File: config.mk
export PLATFORM = sky130hd
export DESIGN_NAME = touch_event_to_pointer
export DESIGN_NICKNAME = d
export VERILOG_FILES = /design/src/sv/tetp_pkg.sv /design/src/sv/tetp_div.sv /design/src/sv/touch_event_to_pointer.sv
export SDC_FILE = /design/constraint.sdc
export NUM_CORES = 2
export LEC_CHECK = 0
export BUFFER_PORTS_ARGS = -buffer_cell sky130_fd_sc_hd__buf_2
export CAP_MARGIN = 40
export CORE_MARGIN = 2
export CORE_UTILIZATION = 35
export CTS_BUF_LIST = sky130_fd_sc_hd__clkbuf_4 sky130_fd_sc_hd__clkbuf_8
export CTS_CLUSTER_SIZE = 16
export DETAILED_ROUTE_END_ITERATION = 16
export PLACE_DENSITY_LB_ADDON = 0.1
export SLEW_MARGIN = 20
export SYNTH_ARGS = -nofsm -noshare
export SYNTH_HDL_FRONTEND = slang
export SYNTH_SLANG_ARGS = --single-unit
export TNS_END_PERCENT = 30
File: constraint.sdc
create_clock -name aclk -period 18.2 [get_ports aclk]
set_input_delay 1.82 -clock aclk [delete_from_list [all_inputs] [get_ports aclk]]
set_output_delay 1.82 -clock aclk [all_outputs]
set_load 0.02 [all_outputs]
File: src/sv/tetp_pkg.sv
// Package: shared constants and types for the touch event to pointer block.
`timescale 1ns / 1ps
package tetp_pkg;
    localparam int SLOTS_DEF   = 16;
    localparam int CFG_IDX_W   = 3;
    localparam int CFG_DATA_W  = 64;
    localparam int POS_W       = 13;
    localparam int SIZE_W      = 14;
    localparam logic [13:0] MAX_SCREEN = 14'd8192;

    localparam logic [4:0] EVT_SYN = 5'd0;
    localparam logic [4:0] EVT_KEY = 5'd1;
    localparam logic [4:0] EVT_REL = 5'd2;
    localparam logic [4:0] EVT_ABS = 5'd3;

    localparam logic [15:0] CODE_X          = 16'h0000;
    localparam logic [15:0] CODE_Y          = 16'h0001;
    localparam logic [15:0] CODE_MT_SLOT    = 16'h002f;
    localparam logic [15:0] CODE_MT_POS_X   = 16'h0035;
    localparam logic [15:0] CODE_MT_POS_Y   = 16'h0036;
    localparam logic [15:0] CODE_MT_TRACK   = 16'h0039;
    localparam logic [15:0] CODE_BTN_LEFT   = 16'h0110;
    localparam logic [15:0] CODE_BTN_RIGHT  = 16'h0111;
    localparam logic [15:0] CODE_BTN_MIDDLE = 16'h0112;
    localparam logic [15:0] CODE_BTN_TOUCH  = 16'h014a;
    localparam logic [15:0] CODE_SYNC_RPT   = 16'h0000;

    localparam logic [2:0] CFG_WIDTH  = 3'd0;
    localparam logic [2:0] CFG_HEIGHT = 3'd1;
    localparam logic [2:0] CFG_MT_EN  = 3'd2;
    localparam logic [2:0] CFG_ABS_X  = 3'd3;
    localparam logic [2:0] CFG_ABS_Y  = 3'd4;
    localparam logic [2:0] CFG_MT_X   = 3'd5;
    localparam logic [2:0] CFG_MT_Y   = 3'd6;

    localparam logic [1:0] KIND_POINTER = 2'd0;
    localparam logic [1:0] KIND_BUTTON  = 2'd1;
    localparam logic [1:0] KIND_KEY     = 2'd2;
    localparam logic [1:0] KIND_SYNC    = 2'd3;

    // one result beat, before packing
    typedef struct packed {
        logic [1:0]  kind;
        logic [15:0] event_code;
        logic [31:0] event_value;
        logic [12:0] px;
        logic [12:0] py;
        logic        down;
        logic        last;
    } result_t;

    function automatic logic [13:0] eff_size(input logic [13:0] s);
        if (s == 14'd0) return 14'd1;
        if (s > MAX_SCREEN) return MAX_SCREEN;
        return s;
    endfunction
endpackage

File: src/sv/tetp_div.sv
// Unsigned restoring divider, one quotient bit per cycle.
`timescale 1ns / 1ps
module tetp_div (
    input  logic        aclk,
    input  logic        aresetn,
    input  logic        start,
    input  logic [45:0] dividend,
    input  logic [32:0] divisor,
    output logic        done,
    output logic [12:0] quotient
);
    logic [45:0] q_reg;
    logic [33:0] rem_reg;
    logic [32:0] dvs_reg;
    logic [5:0]  cnt_reg;
    logic        busy_reg;
    logic [33:0] trial;
    logic        fits;

    assign trial    = {rem_reg[32:0], q_reg[45]};
    assign fits     = trial >= {1'b0, dvs_reg};
    assign quotient = q_reg[12:0];

    always_ff @(posedge aclk) begin
        if (!aresetn) begin
            busy_reg <= 1'b0;
            done     <= 1'b0;
            cnt_reg  <= '0;
        end else begin
            done <= 1'b0;
            if (start) begin
                busy_reg <= 1'b1;
                cnt_reg  <= 6'd46;
                q_reg    <= dividend;
                rem_reg  <= '0;
                dvs_reg  <= divisor;
            end else if (busy_reg) begin
                rem_reg <= fits ? trial - {1'b0, dvs_reg} : trial;
                q_reg   <= {q_reg[44:0], fits};
                cnt_reg <= cnt_reg - 6'd1;
                if (cnt_reg == 6'd1) begin
                    busy_reg <= 1'b0;
                    done     <= 1'b1;
                end
            end
        end
    end
endmodule

File: src/sv/touch_event_to_pointer.sv
// Top level: event decoder, slot position memory, divider and result queue.
`timescale 1ns / 1ps
// touch_event_to_pointer
// Input beats (s_axis) carry one evdev event: op, code, value. Result beats
// (m_axis) carry pointer, button, key and sync reports; tlast marks the
// final result of one event. The configuration port writes screen size,
// multitouch enable and four axis ranges; writing a size recenters the pointer.
// Relative, slot and ignored events finish in S_IDLE, a key event sends one
// result. Absolute position events run the 46-step divider that scales
// (v - min) * (size - 1) / (max - min); a degenerate axis skips the divider.
// A sync report goes straight to S_SYN, or with multitouch on and a slot
// active first scans the active mask, then reads the chosen slot from the
// position memory (a registered read) in S_RD.
// Slot positions live in two synchronous memories; per-slot written bits make
// never-written or degenerate slots read as zero, so no clearing pass is run.
// Reset: pointer centered on an 800x480 screen, no slot selected, mask clear.
// A stalled receiver holds up to three results in the output queue; the
// block takes no new event until its results are all sent.
module touch_event_to_pointer
    import tetp_pkg::*;
#(
    parameter int SLOTS = SLOTS_DEF
) (
    input  logic                  aclk,
    input  logic                  aresetn,
    input  logic                  cfg_we,
    input  logic [CFG_IDX_W-1:0]  cfg_index,
    input  logic [CFG_DATA_W-1:0] cfg_data,
    input  logic                  s_tvalid,
    output logic                  s_tready,
    input  logic [55:0]           s_tdata,  // op[4:0], code[20:5], value[52:21]
    output logic                  m_tvalid,
    input  logic                  m_tready,
    output logic [79:0]           m_tdata,  // kind[1:0], event_code[17:2],
                                            // event_value[49:18], pointer_x_out[62:50],
                                            // pointer_y_out[75:63], down[76]
    output logic                  m_tlast
);
    localparam int SW = (SLOTS > 1) ? $clog2(SLOTS) : 1;

    typedef enum logic [3:0] {
        S_IDLE, S_DIV, S_SCAN, S_RD, S_SYN, S_OUT
    } state_t;

    state_t state_reg;
    logic [13:0] sw_reg, sh_reg;
    logic        mt_reg;
    logic [63:0] rx_reg, ry_reg, mx_reg, my_reg;
    logic [12:0] px_reg, py_reg;
    logic [SW-1:0] cur_reg;
    logic        slot_ok_reg;
    logic [SLOTS-1:0] act_reg, wrx_reg, wry_reg;
    logic        touch_reg;
    logic [1:0]  dst_reg;   // 0 px,1 py,2 slot x,3 slot y
    logic [SW-1:0] scan_reg;

    logic [12:0] memx [SLOTS];
    logic [12:0] memy [SLOTS];
    logic [12:0] rdx_reg, rdy_reg;
    logic        mem_we;
    logic [12:0] mem_wd;

    result_t q_reg [3];
    logic [1:0] qn_reg, qh_reg;

    // divider setup
    logic        div_start, div_done;
    logic [45:0] div_num;
    logic [32:0] div_den;
    logic [12:0] div_q;
    tetp_div u_div (
        .aclk(aclk), .aresetn(aresetn), .start(div_start), .dividend(div_num),
        .divisor(div_den), .done(div_done), .quotient(div_q));

    logic [4:0]  in_op;
    logic [15:0] in_code;
    logic signed [31:0] in_val;
    assign in_op   = s_tdata[4:0];
    assign in_code = s_tdata[20:5];
    assign in_val  = s_tdata[52:21];

    // absolute scaling operands for the incoming event
    logic [63:0] rng;
    logic [13:0] sz;
    logic signed [32:0] mn, mx, vc;
    logic [32:0] span, off;
    logic degen;
    always_comb begin
        rng = rx_reg; sz = eff_size(sw_reg);
        if (in_code == CODE_Y) begin rng = ry_reg; sz = eff_size(sh_reg); end
        else if (in_code == CODE_MT_POS_X) rng = mx_reg;
        else if (in_code == CODE_MT_POS_Y) begin rng = my_reg; sz = eff_size(sh_reg); end
        mn = {rng[31], rng[31:0]};
        mx = {rng[63], rng[63:32]};
        vc = {in_val[31], in_val};
        if (vc < mn) vc = mn;
        if (vc > mx) vc = mx;
        degen = (sz <= 14'd1) || (mx <= mn);
        span = 33'(mx - mn);
        off  = 33'(vc - mn);
    end
    logic [13:0] szm1;
    assign szm1 = sz - 14'd1;
    // one multiplier, 33 x 13
    assign div_num = 46'(off * szm1[12:0]);
    assign div_den = span;

    // relative move
    logic signed [34:0] rel_n, rel_hi;
    logic [12:0] rel_res;
    always_comb begin
        if (in_code == CODE_Y) begin
            rel_n  = 35'(signed'({1'b0, py_reg})) + 35'(in_val);
            rel_hi = 35'(signed'({1'b0, eff_size(sh_reg)})) - 35'sd1;
        end else begin
            rel_n  = 35'(signed'({1'b0, px_reg})) + 35'(in_val);
            rel_hi = 35'(signed'({1'b0, eff_size(sw_reg)})) - 35'sd1;
        end
        if (rel_n < 0) rel_n = '0;
        if (rel_n > rel_hi) rel_n = rel_hi;
        rel_res = rel_n[12:0];
    end

    logic accept;
    assign s_tready = (state_reg == S_IDLE);
    assign accept   = s_tvalid && s_tready;

    // absolute event that goes through scaling; operands are live only
    // while the beat is on the bus, so the divider latches at acceptance
    logic abs_scale;
    assign abs_scale = in_code == CODE_X || in_code == CODE_Y ||
                       (mt_reg && slot_ok_reg && (in_code == CODE_MT_POS_X ||
                                                  in_code == CODE_MT_POS_Y));
    assign div_start = accept && (in_op == EVT_ABS) && abs_scale && !degen;

    logic is_btn;
    assign is_btn = in_code == CODE_BTN_LEFT || in_code == CODE_BTN_RIGHT ||
                    in_code == CODE_BTN_MIDDLE || in_code == CODE_BTN_TOUCH;

    // output queue
    result_t head;
    assign head     = q_reg[qh_reg];
    assign m_tvalid = (state_reg == S_OUT) && (qn_reg != 2'd0);
    assign m_tlast  = head.last;
    assign m_tdata  = {3'd0, head.down, head.py, head.px, head.event_value,
                       head.event_code, head.kind};

    // memory writes
    assign mem_we = (state_reg == S_DIV) && div_done && dst_reg[1];
    assign mem_wd = div_q;
    always_ff @(posedge aclk) begin
        if (mem_we && !dst_reg[0]) memx[cur_reg] <= mem_wd;
        if (mem_we &&  dst_reg[0]) memy[cur_reg] <= mem_wd;
        rdx_reg <= memx[scan_reg];
        rdy_reg <= memy[scan_reg];
    end

    logic any_act;
    assign any_act = |act_reg;

    always_ff @(posedge aclk) begin
        if (!aresetn) begin
            state_reg <= S_IDLE;
            sw_reg <= 14'd800; sh_reg <= 14'd480; mt_reg <= 1'b0;
            rx_reg <= '0; ry_reg <= '0; mx_reg <= '0; my_reg <= '0;
            px_reg <= 13'd400; py_reg <= 13'd240;
            cur_reg <= '0; slot_ok_reg <= 1'b0;
            act_reg <= '0; wrx_reg <= '0; wry_reg <= '0;
            touch_reg <= 1'b0; qn_reg <= '0; qh_reg <= '0;
            scan_reg <= '0; dst_reg <= '0;
        end else begin
            if (cfg_we) begin
                case (cfg_index)
                    CFG_WIDTH: begin
                        sw_reg <= cfg_data[13:0];
                        px_reg <= 13'(eff_size(cfg_data[13:0]) >> 1);
                    end
                    CFG_HEIGHT: begin
                        sh_reg <= cfg_data[13:0];
                        py_reg <= 13'(eff_size(cfg_data[13:0]) >> 1);
                    end
                    CFG_MT_EN: mt_reg <= cfg_data[0];
                    CFG_ABS_X: rx_reg <= cfg_data;
                    CFG_ABS_Y: ry_reg <= cfg_data;
                    CFG_MT_X:  mx_reg <= cfg_data;
                    CFG_MT_Y:  my_reg <= cfg_data;
                    default: ;
                endcase
            end
            case (state_reg)
                S_IDLE: if (accept) begin
                    qh_reg <= '0;
                    if (in_op == EVT_ABS) begin
                        if (mt_reg && in_code == CODE_MT_SLOT) begin
                            slot_ok_reg <= !in_val[31] && (in_val < 32'(SLOTS));
                            cur_reg <= in_val[SW-1:0];
                        end else if (mt_reg && in_code == CODE_MT_TRACK && slot_ok_reg) begin
                            act_reg[cur_reg] <= !in_val[31];
                        end else if (abs_scale) begin
                            dst_reg <= (in_code == CODE_X) ? 2'd0 :
                                       (in_code == CODE_Y) ? 2'd1 :
                                       (in_code == CODE_MT_POS_X) ? 2'd2 : 2'd3;
                            if (degen) begin
                                // degenerate axis: zero pointer or clear slot written bit
                                if (in_code == CODE_X) px_reg <= '0;
                                else if (in_code == CODE_Y) py_reg <= '0;
                                else if (in_code == CODE_MT_POS_X) wrx_reg[cur_reg] <= 1'b0;
                                else wry_reg[cur_reg] <= 1'b0;
                            end else begin
                                state_reg <= S_DIV;
                            end
                        end
                    end else if (in_op == EVT_REL) begin
                        if (in_code == CODE_X) px_reg <= rel_res;
                        else if (in_code == CODE_Y) py_reg <= rel_res;
                    end else if (in_op == EVT_KEY) begin
                        q_reg[0] <= '{kind: is_btn ? KIND_BUTTON : KIND_KEY,
                                      event_code: in_code, event_value: in_val,
                                      px: px_reg, py: py_reg,
                                      down: in_val != 32'd0, last: 1'b1};
                        qn_reg <= 2'd1;
                        state_reg <= S_OUT;
                    end else if (in_op == EVT_SYN && in_code == CODE_SYNC_RPT) begin
                        scan_reg <= '0;
                        state_reg <= (mt_reg && any_act) ? S_SCAN : S_SYN;
                    end
                end
                S_DIV: if (div_done) begin
                    state_reg <= S_IDLE;
                    case (dst_reg)
                        2'd0: px_reg <= div_q;
                        2'd1: py_reg <= div_q;
                        2'd2: wrx_reg[cur_reg] <= 1'b1;
                        default: wry_reg[cur_reg] <= 1'b1;
                    endcase
                end
                S_SCAN: begin
                    if (act_reg[scan_reg]) state_reg <= S_RD;
                    else scan_reg <= scan_reg + SW'(1);
                end
                S_RD: state_reg <= S_SYN;  // memory read latency
                S_SYN: begin
                    logic [12:0] nx, ny;
                    nx = px_reg; ny = py_reg;
                    if (mt_reg && any_act) begin
                        nx = wrx_reg[scan_reg] ? rdx_reg : '0;
                        ny = wry_reg[scan_reg] ? rdy_reg : '0;
                    end
                    px_reg <= nx; py_reg <= ny;
                    q_reg[0] <= '{kind: KIND_POINTER, event_code: '0, event_value: '0,
                                  px: nx, py: ny, down: 1'b0, last: 1'b0};
                    if (mt_reg && touch_reg != any_act) begin
                        touch_reg <= any_act;
                        q_reg[1] <= '{kind: KIND_BUTTON, event_code: CODE_BTN_TOUCH,
                                      event_value: {31'd0, any_act}, px: nx, py: ny,
                                      down: any_act, last: 1'b0};
                        q_reg[2] <= '{kind: KIND_SYNC, event_code: CODE_SYNC_RPT,
                                      event_value: '0, px: nx, py: ny,
                                      down: 1'b0, last: 1'b1};
                        qn_reg <= 2'd3;
                    end else begin
                        q_reg[1] <= '{kind: KIND_SYNC, event_code: CODE_SYNC_RPT,
                                      event_value: '0, px: nx, py: ny,
                                      down: 1'b0, last: 1'b1};
                        qn_reg <= 2'd2;
                    end
                    state_reg <= S_OUT;
                end
                S_OUT: if (m_tready) begin
                    qh_reg <= qh_reg + 2'd1;
                    qn_reg <= qn_reg - 2'd1;
                    if (qn_reg == 2'd1) state_reg <= S_IDLE;
                end
                default: state_reg <= S_IDLE;
            endcase
        end
    end
endmodule

## Yosys cells after proc, flatten, opt, wreduce, memory -nomap -nowiden

Memories as Yosys holds them, arrays and structs flattened. A register that Yosys moved wholly into a read port is not among the register bits.
Cells that the tools add are included.

| word-level totals | value |
|---|---|
| register bits after elaboration | 499 |
| RAM bits | 650 |
| memories | 3 |
| word-level logic and storage cells | 400 |

| cells by class | value |
|---|---|
| muxes and demuxes | 209 |
| add/subtract/negate cells | 12 |
| $lt $le $gt $ge | 14 |
| reductions and logical operators | 67 |
| bitwise logic cells | 11 |
| equal/unequal tests | 56 |
| multiply operators | 1 |

Memory list:

| name | words | width | read ports | clocked after memory_dff | write ports | RTL line | text |
|---|---|---|---|---|---|---|---|
| q_reg | 3 | 78 | 1 | 1 | 3 | touch_event_to_pointer.sv:63 | `result_t q_reg [3];` |
| memx | 16 | 13 | 1 | 1 | 1 | touch_event_to_pointer.sv:57 | `logic [12:0] memx [SLOTS];` |
| memy | 16 | 13 | 1 | 1 | 1 | touch_event_to_pointer.sv:58 | `logic [12:0] memy [SLOTS];` |

Operators with widths:

| cell | count |
|---|---|
| 2-to-1 mux 13 bit | 37 |
| 2-to-1 mux 16 bit | 22 |
| 2-to-1 mux 14 bit | 23 |
| 2-to-1 mux 64 bit | 3 |
| 2-to-1 mux 78 bit | 2 |
| 2-to-1 mux 33 bit | 4 |
| 2-to-1 mux 35 bit | 3 |
| 2-to-1 mux 46 bit | 2 |
| case mux 13 bit (3 select lines) | 2 |
| 2-to-1 mux 4 bit | 19 |
| adder 14 x 32 -> 33 bit | 2 |
| 2-to-1 mux 1 bit | 66 |
| equality test 16 x 6 -> 1 bit, second input constant | 4 |
| equality test 16 x 9 -> 1 bit, second input constant | 4 |
| case mux 16 bit (2 select lines) | 2 |
| multiplier 33 x 13 -> 46 bit | 1 |
| > comparator 14 bit, second input constant | 3 |
| logical NOT 14 bit | 3 |
| > comparator 35 bit | 1 |
| < comparator 35 x 1 -> 1 bit, second input constant | 1 |
| >= comparator 34 x 33 -> 1 bit | 1 |
| > comparator 33 x 32 -> 1 bit | 1 |
| subtractor 32 x 32 -> 33 bit | 1 |
| subtractor 33 x 32 -> 33 bit | 1 |
| other kinds (67) | 162 |

## Depth between registers and ports, before layout

| depth | value |
|---|---|
| word-level depth | 23 |
| depth in mapped cells | 72 |
| mapped depth without buffers | 64 |

## Hierarchy

A second synthesis with hierarchy kept.

| unflattened totals | value |
|---|---|
| cell total of the unflattened synthesis | 7,003 |
| area total of the unflattened synthesis | 68,931.1 µm² |

By module, submodules not included:

| module | times used | cells an instance | area each (µm²) |
|---|---|---|---|
| touch_event_to_pointer | 1 | 6,397 | 62,048.3 |
| tetp_div | 1 | 606 | 6,882.9 |

## Least setup slack after synthesis

Ideal clock, no wire load.

| timing | value |
|---|---|
| kind | input to register |
| start point | input port s_tdata[14] |
| end point | register u_div.q_reg[45], data pin |
| path slack | 1.395 ns |
| data required time | 17.938 ns |
| path buffers | 5 |
| cell stages on the path | 67 |
| data arrival time | 16.543 ns |
| cell sequence | or4_1 > or2_1 > nor3b_2 > clkbuf_1 > clkbuf_1 > a222oi_1 > a21oi_1 > inv_1 > ha_1 > a21o_1 > a21o_1 > a21o_1 > a21o_1 > a211oi_1 > o21a_1 > o32ai_1 > o32ai_2 > buf_2 > [31 not listed] > fa_1 > fa_1 > fa_1 > inv_1 > fa_1 > inv_1 > ha_1 > a21o_1 > a21oi_1 > nor3b_1 > a21oi_1 > nor2b_1 > o31a_1 > o31ai_1 > o41ai_1 > o311ai_0 > xnor2_1 > o21ai_0 |

| on the way | value |
|---|---|
| word-level cells in the longest chain between the ends | 11 |

RTL lines:

| what | RTL line | text |
|---|---|---|
| start: declaration | touch_event_to_pointer.sv:31 | `input logic [55:0] s_tdata,` |
| equality test 16 x 6 -> 1 bit | touch_event_to_pointer.sv:92, touch_event_to_pointer.sv:133 |  |
| 2-to-1 mux 64 bit | touch_event_to_pointer.sv:92 | `else if (in_code == CODE_MT_POS_Y) begin rng = my_reg; sz = eff_size(sh_reg); end` |
| 2-to-1 mux 64 bit | touch_event_to_pointer.sv:91 | `else if (in_code == CODE_MT_POS_X) rng = mx_reg;` |
| 2-to-1 mux 64 bit | touch_event_to_pointer.sv:90 | `if (in_code == CODE_Y) begin rng = ry_reg; sz = eff_size(sh_reg); end` |
| < comparator 32 bit | touch_event_to_pointer.sv:96 | `if (vc < mn) vc = mn;` |
| 2-to-1 mux 33 bit | touch_event_to_pointer.sv:96 |  |
| > comparator 33 x 32 -> 1 bit | touch_event_to_pointer.sv:97 | `if (vc > mx) vc = mx;` |
| 2-to-1 mux 33 bit | touch_event_to_pointer.sv:97 |  |
| subtractor 33 x 32 -> 33 bit | touch_event_to_pointer.sv:100 | `off = 33'(vc - mn);` |
| multiplier 33 x 13 -> 46 bit | touch_event_to_pointer.sv:105 | `assign div_num = 46'(off * szm1[12:0]);` |
| 2-to-1 mux 46 bit (*) | tetp_div.sv:31 | `if (start) begin` |
| end signal: assignment | tetp_div.sv:34 | `q_reg <= dividend;` |
| end signal: assignment | tetp_div.sv:39 | `q_reg <= {q_reg[44:0], fits};` |
| end: declaration | tetp_div.sv:12 | `logic [45:0] q_reg;` |

Mark *: on every way between the ends. The rest lies on a longest branch, timed or not.
A chain may end at the register's enable or synchronous reset.

## Worst setup path in the final report

| timing | value |
|---|---|
| start point | input port s_tdata[11] |
| end point | register u_div.q_reg[45], data pin |

The elaborated chain is that of the path after synthesis.

==> flow_results.org <==
** GRT
- Entering global routing, the biggest net connects roughly 210 pins.
- Total overflow reported by the global router :: 0
- The first global-routing pass estimated 340000 um of wire.
- The initial antenna violation count was 18.
- Via count of the first global-routing pass :: 51701
- Total routing resource utilization after global routing :: 0.227

** CTS
- For this design, the sink count on the clock tree is ~1100.
- Insertion delay of the later-clocked pin in the worst-skew pair :: about 1.0 ns
- TritonCTS built the clock tree.
- Root buffer cell :: sky130_fd_sc_hd__clkbuf_8
- Number of buffers added to fix hold violations after cts :: 0
- Counting along the longest clock path gives a buffer depth of 3.
- Post-CTS sizing :: 0
- Counting the buffers created by CTS gives between 150 and 200.
- In this run the post-CTS setup repair buffer count came out at 0.
- The H-tree generated during clock tree synthesis spans 4 levels.
- After clock tree synthesis, the clock-pin slew on the worst setup and hold paths is 0.07 ns.

** Yosys
- Synthesized area per cell :: 10.0 um^2
- The share of the Yosys chip area taken by registers is 0.412.
- The number of different library cells used by synthesis comes to just over 90.
- Fraction of synthesized cell area taken by the top area cell type :: 0.289
- The synthesized design spends more area on one cell type than any other, namely sky130_fd_sc_hd__edfxtp_1.
- Warning count from the yosys run :: 0
- In the synthesized netlist the dominant register cell turns out to be sky130_fd_sc_hd__edfxtp_1.
- Number of register bits inferred by synthesis :: about 1100
- Total standard cell area after synthesis :: slightly below 0.07 mm^2
- Async set-reset flop share out of synthesis :: 0
- In the post-synthesis netlist, the biggest area contributors are sky130_fd_sc_hd__edfxtp_1 (29%), sky130_fd_sc_hd__dfxtp_1 (12%), sky130_fd_sc_hd__fa_1 (10%).
- Cells after Synth :: between 6000 and 7000
- Number of enable flip-flop cells after synthesis :: approximately 660

** Routing
- After detailed routing, the average wire length per cell comes to 23.0 um.
- After detailed routing, the number of remaining DRC violations is 0.
- For this run, the detailed router's first-pass iteration total came to 6.
- The detailed router finished its first iteration with 4102 violations.
- Via count :: approximately 50000
- After detailed routing, the number of vias per cell comes to roughly 5.3.
- In this run the remaining antenna-violating nets after routing total 0.
- Final wirelength :: ~230000 um

** Hold path
- Classification of the worst-slack hold path :: flip-flop to flip-flop

** Final layout
- The finished cells cover 0.0773 mm^2.
- Layout cell share with drive strength beyond 1 :: 0.141
- Final core area utilization :: 0.398
- Fill cell total of the finished layout :: between 15000 and 20000
- The final layout contains ~8000 nets.
- From synthesis to final layout, the design area changed by 13.3%.

** Timing
- Top achievable clock speed :: approximately 57 MHz
- Headroom to the max-slew limit :: 0.261
- The max-slew violation total from the final report was 0.
- Minimum clock period after layout :: roughly 17 ns
- Setup violations remaining at the end of the flow were counted as 0.
- The final hold violation count was 0.
- The clock arrives with approximately 0.13 ns of skew.
- In the finished design, the share of the clock period the worst path needs comes to 0.956.
- At the pin with the least slew margin, the transition time is 1.11 ns.
- Unrepaired setup endpoints after global routing :: no

** Floorplan
- approximately 210 I/O pins were placed.
- Std cell rows :: ~160
- Total Die Area :: slightly below 0.2 mm^2
- The die is roughly 450 um tall.
- Initial standard-cell utilization of the core :: 0.351
- Core area :: about 0.19 mm^2
- Die X-Extent :: between 400 and 500 um

** Setup path
- Most numerous cell on the critical path :: sky130_fd_sc_hd__a21o_1
- Broken down by cell family, the worst path's largest delay share belongs to compound AO/OA/AOI/OAI gates.
- The largest single stage delay on the critical path is 0.77 ns.
- Library cell contributing the largest single delay on the critical path :: sky130_fd_sc_hd__a2111oi_0
- Critical Path AT :: 18.09 ns
- Maximum fanout encountered on the critical timing path :: 23
- Worst Path Buf+Inv :: 8
- Sort of element at the start of the critical path :: primary input
- The critical path is of the primary input to flip-flop type.
- STA puts the critical path data required time at approximately 19 ns.
- Element type at the critical path end :: flip-flop

** Place
- In this run the cell area measured after placement is roughly 0.073 mm^2.
- The wire-length estimate of the detail-placed layout is 163000 um.
- Routability-driven placement finished with a final weighted congestion of roughly 0.93.
- In this run the tool buffered the top-level ports with just over 200 buffer cells.

** Run
- Max Cap Violations :: 0

** Status
- The flow ran to the end, and the final reports show no timing, DRC or antenna violations.
-- routing by layer --
| layer | GRT usage | up-vias | routed length (um) |
|---|---|---|---|
| met2 | 0.369 | 1386 | 105000 |
| met3 | 0.0318 | 283 | 11300 |
| met5 | 0 | - | 23 |
| met1 | 0.313 | 25661 | 102000 |
| met4 | 0.0679 | 4 | 6340 |
| li1 | - | 24182 | - |
-- layout make-up --
class	instances	area, um^2	area share
flip-flops and latches	1075	28100	0.364
clock inverters	69	702	0.00908
well taps	2542	3180	0.0411
clock buffers	285	3460	0.0447
diodes	9	22.5	0.000291
inverters	564	2120	0.0274
multi-input cells	4824	36800	0.476
repair buffers	420	2910	0.0377
-- logic make-up after synthesis --
| family | after synthesis | synth area share |
|---|---|---|
| adder cells (fa/ha/maj) | 650 | 0.157 |
| XOR/XNOR | 198 | 0.0254 |
| other | 2 | 0.000110 |
| AO/OA/AOI/OAI | 1355 | 0.134 |
| buffers and inverters | 917 | 0.0515 |
| multiplexers | 289 | 0.0702 |
| flip-flops | 1075 | 0.412 |
| AND/OR/NAND/NOR | 2328 | 0.150 |
-- metrics by stage --
step / setup TNS [ns] / std cells / setup WS, ns / hold WS [ns]
floorplan: 0 / 6816 / 1.40 / 0.426
global placement: -0.109 / 9393 / -0.109 / 0.442
detailed placement: -0.0849 / 9415 / -0.0849 / 0.444
CTS: 0 / 9769 / 1.01 / 0.460
global route: 0 / 9782 / 0.129 / 0.479
finish: 0 / 9788 / 0.802 / 0.459
-- worst register-to-register path: cells and delay by family, from the launching register on --
family          cells  cell delay [ns]
flops               1             0.34
xor+xnor            2             0.39
simple gates        7             1.74
mux                 2             0.81
buf+inv             7             1.23
compound gates     28             6.21
fa+ha+maj           9             4.04
-- synth_stat cells, types with 154 or more instances --
cell,n
sky130_fd_sc_hd__nand2_1,1199
sky130_fd_sc_hd__edfxtp_1,658
sky130_fd_sc_hd__inv_1,563
sky130_fd_sc_hd__nor2_1,493
sky130_fd_sc_hd__dfxtp_1,417
sky130_fd_sc_hd__fa_1,344
sky130_fd_sc_hd__ha_1,304
sky130_fd_sc_hd__a21boi_0,292
sky130_fd_sc_hd__clkbuf_1,290
sky130_fd_sc_hd__o21ai_0,267
sky130_fd_sc_hd__a21oi_1,263
sky130_fd_sc_hd__and2_1,154
-- worst paths after layout --
kind / endpoint / start / slack (ns) / cells past startpoint
min: ry_reg[39]$_SDFFE_PN0P_ / ry_reg[39]$_SDFFE_PN0P_ / 0.46 / 2
max: u_div.q_reg[45]$_DFFE_PP_ / s_tdata[11] / 0.80 / 59
max reg2reg: u_div.q_reg[45]$_DFFE_PP_ / rx_reg[9]$_SDFFE_PN0P_ / 3.18 / 55
min reg2reg: ry_reg[39]$_SDFFE_PN0P_ / ry_reg[39]$_SDFFE_PN0P_ / 0.46 / 2
-- cell usage in the layout, fill, tap and decap left out, types with 76 or more instances in the layout --
cell / count
sky130_fd_sc_hd__nand2_1: 1198
sky130_fd_sc_hd__edfxtp_1: 658
sky130_fd_sc_hd__inv_1: 563
sky130_fd_sc_hd__nor2_1: 489
sky130_fd_sc_hd__dfxtp_1: 412
sky130_fd_sc_hd__fa_1: 344
sky130_fd_sc_hd__ha_1: 304
sky130_fd_sc_hd__a21boi_0: 292
sky130_fd_sc_hd__o21ai_0: 267
sky130_fd_sc_hd__a21oi_1: 261
sky130_fd_sc_hd__clkbuf_8: 211
sky130_fd_sc_hd__buf_2: 208
sky130_fd_sc_hd__buf_4: 184
sky130_fd_sc_hd__and2_1: 154
sky130_fd_sc_hd__mux4_2: 145
sky130_fd_sc_hd__a21o_1: 112
sky130_fd_sc_hd__xnor2_1: 106
sky130_fd_sc_hd__nor2b_1: 88
sky130_fd_sc_hd__xor2_1: 84
sky130_fd_sc_hd__clkbuf_4: 77
sky130_fd_sc_hd__mux2i_1: 76
Power is left out: the tool's default activity adds up to more than one toggle a clock period on the data nets, which glitch-free logic cannot reach.
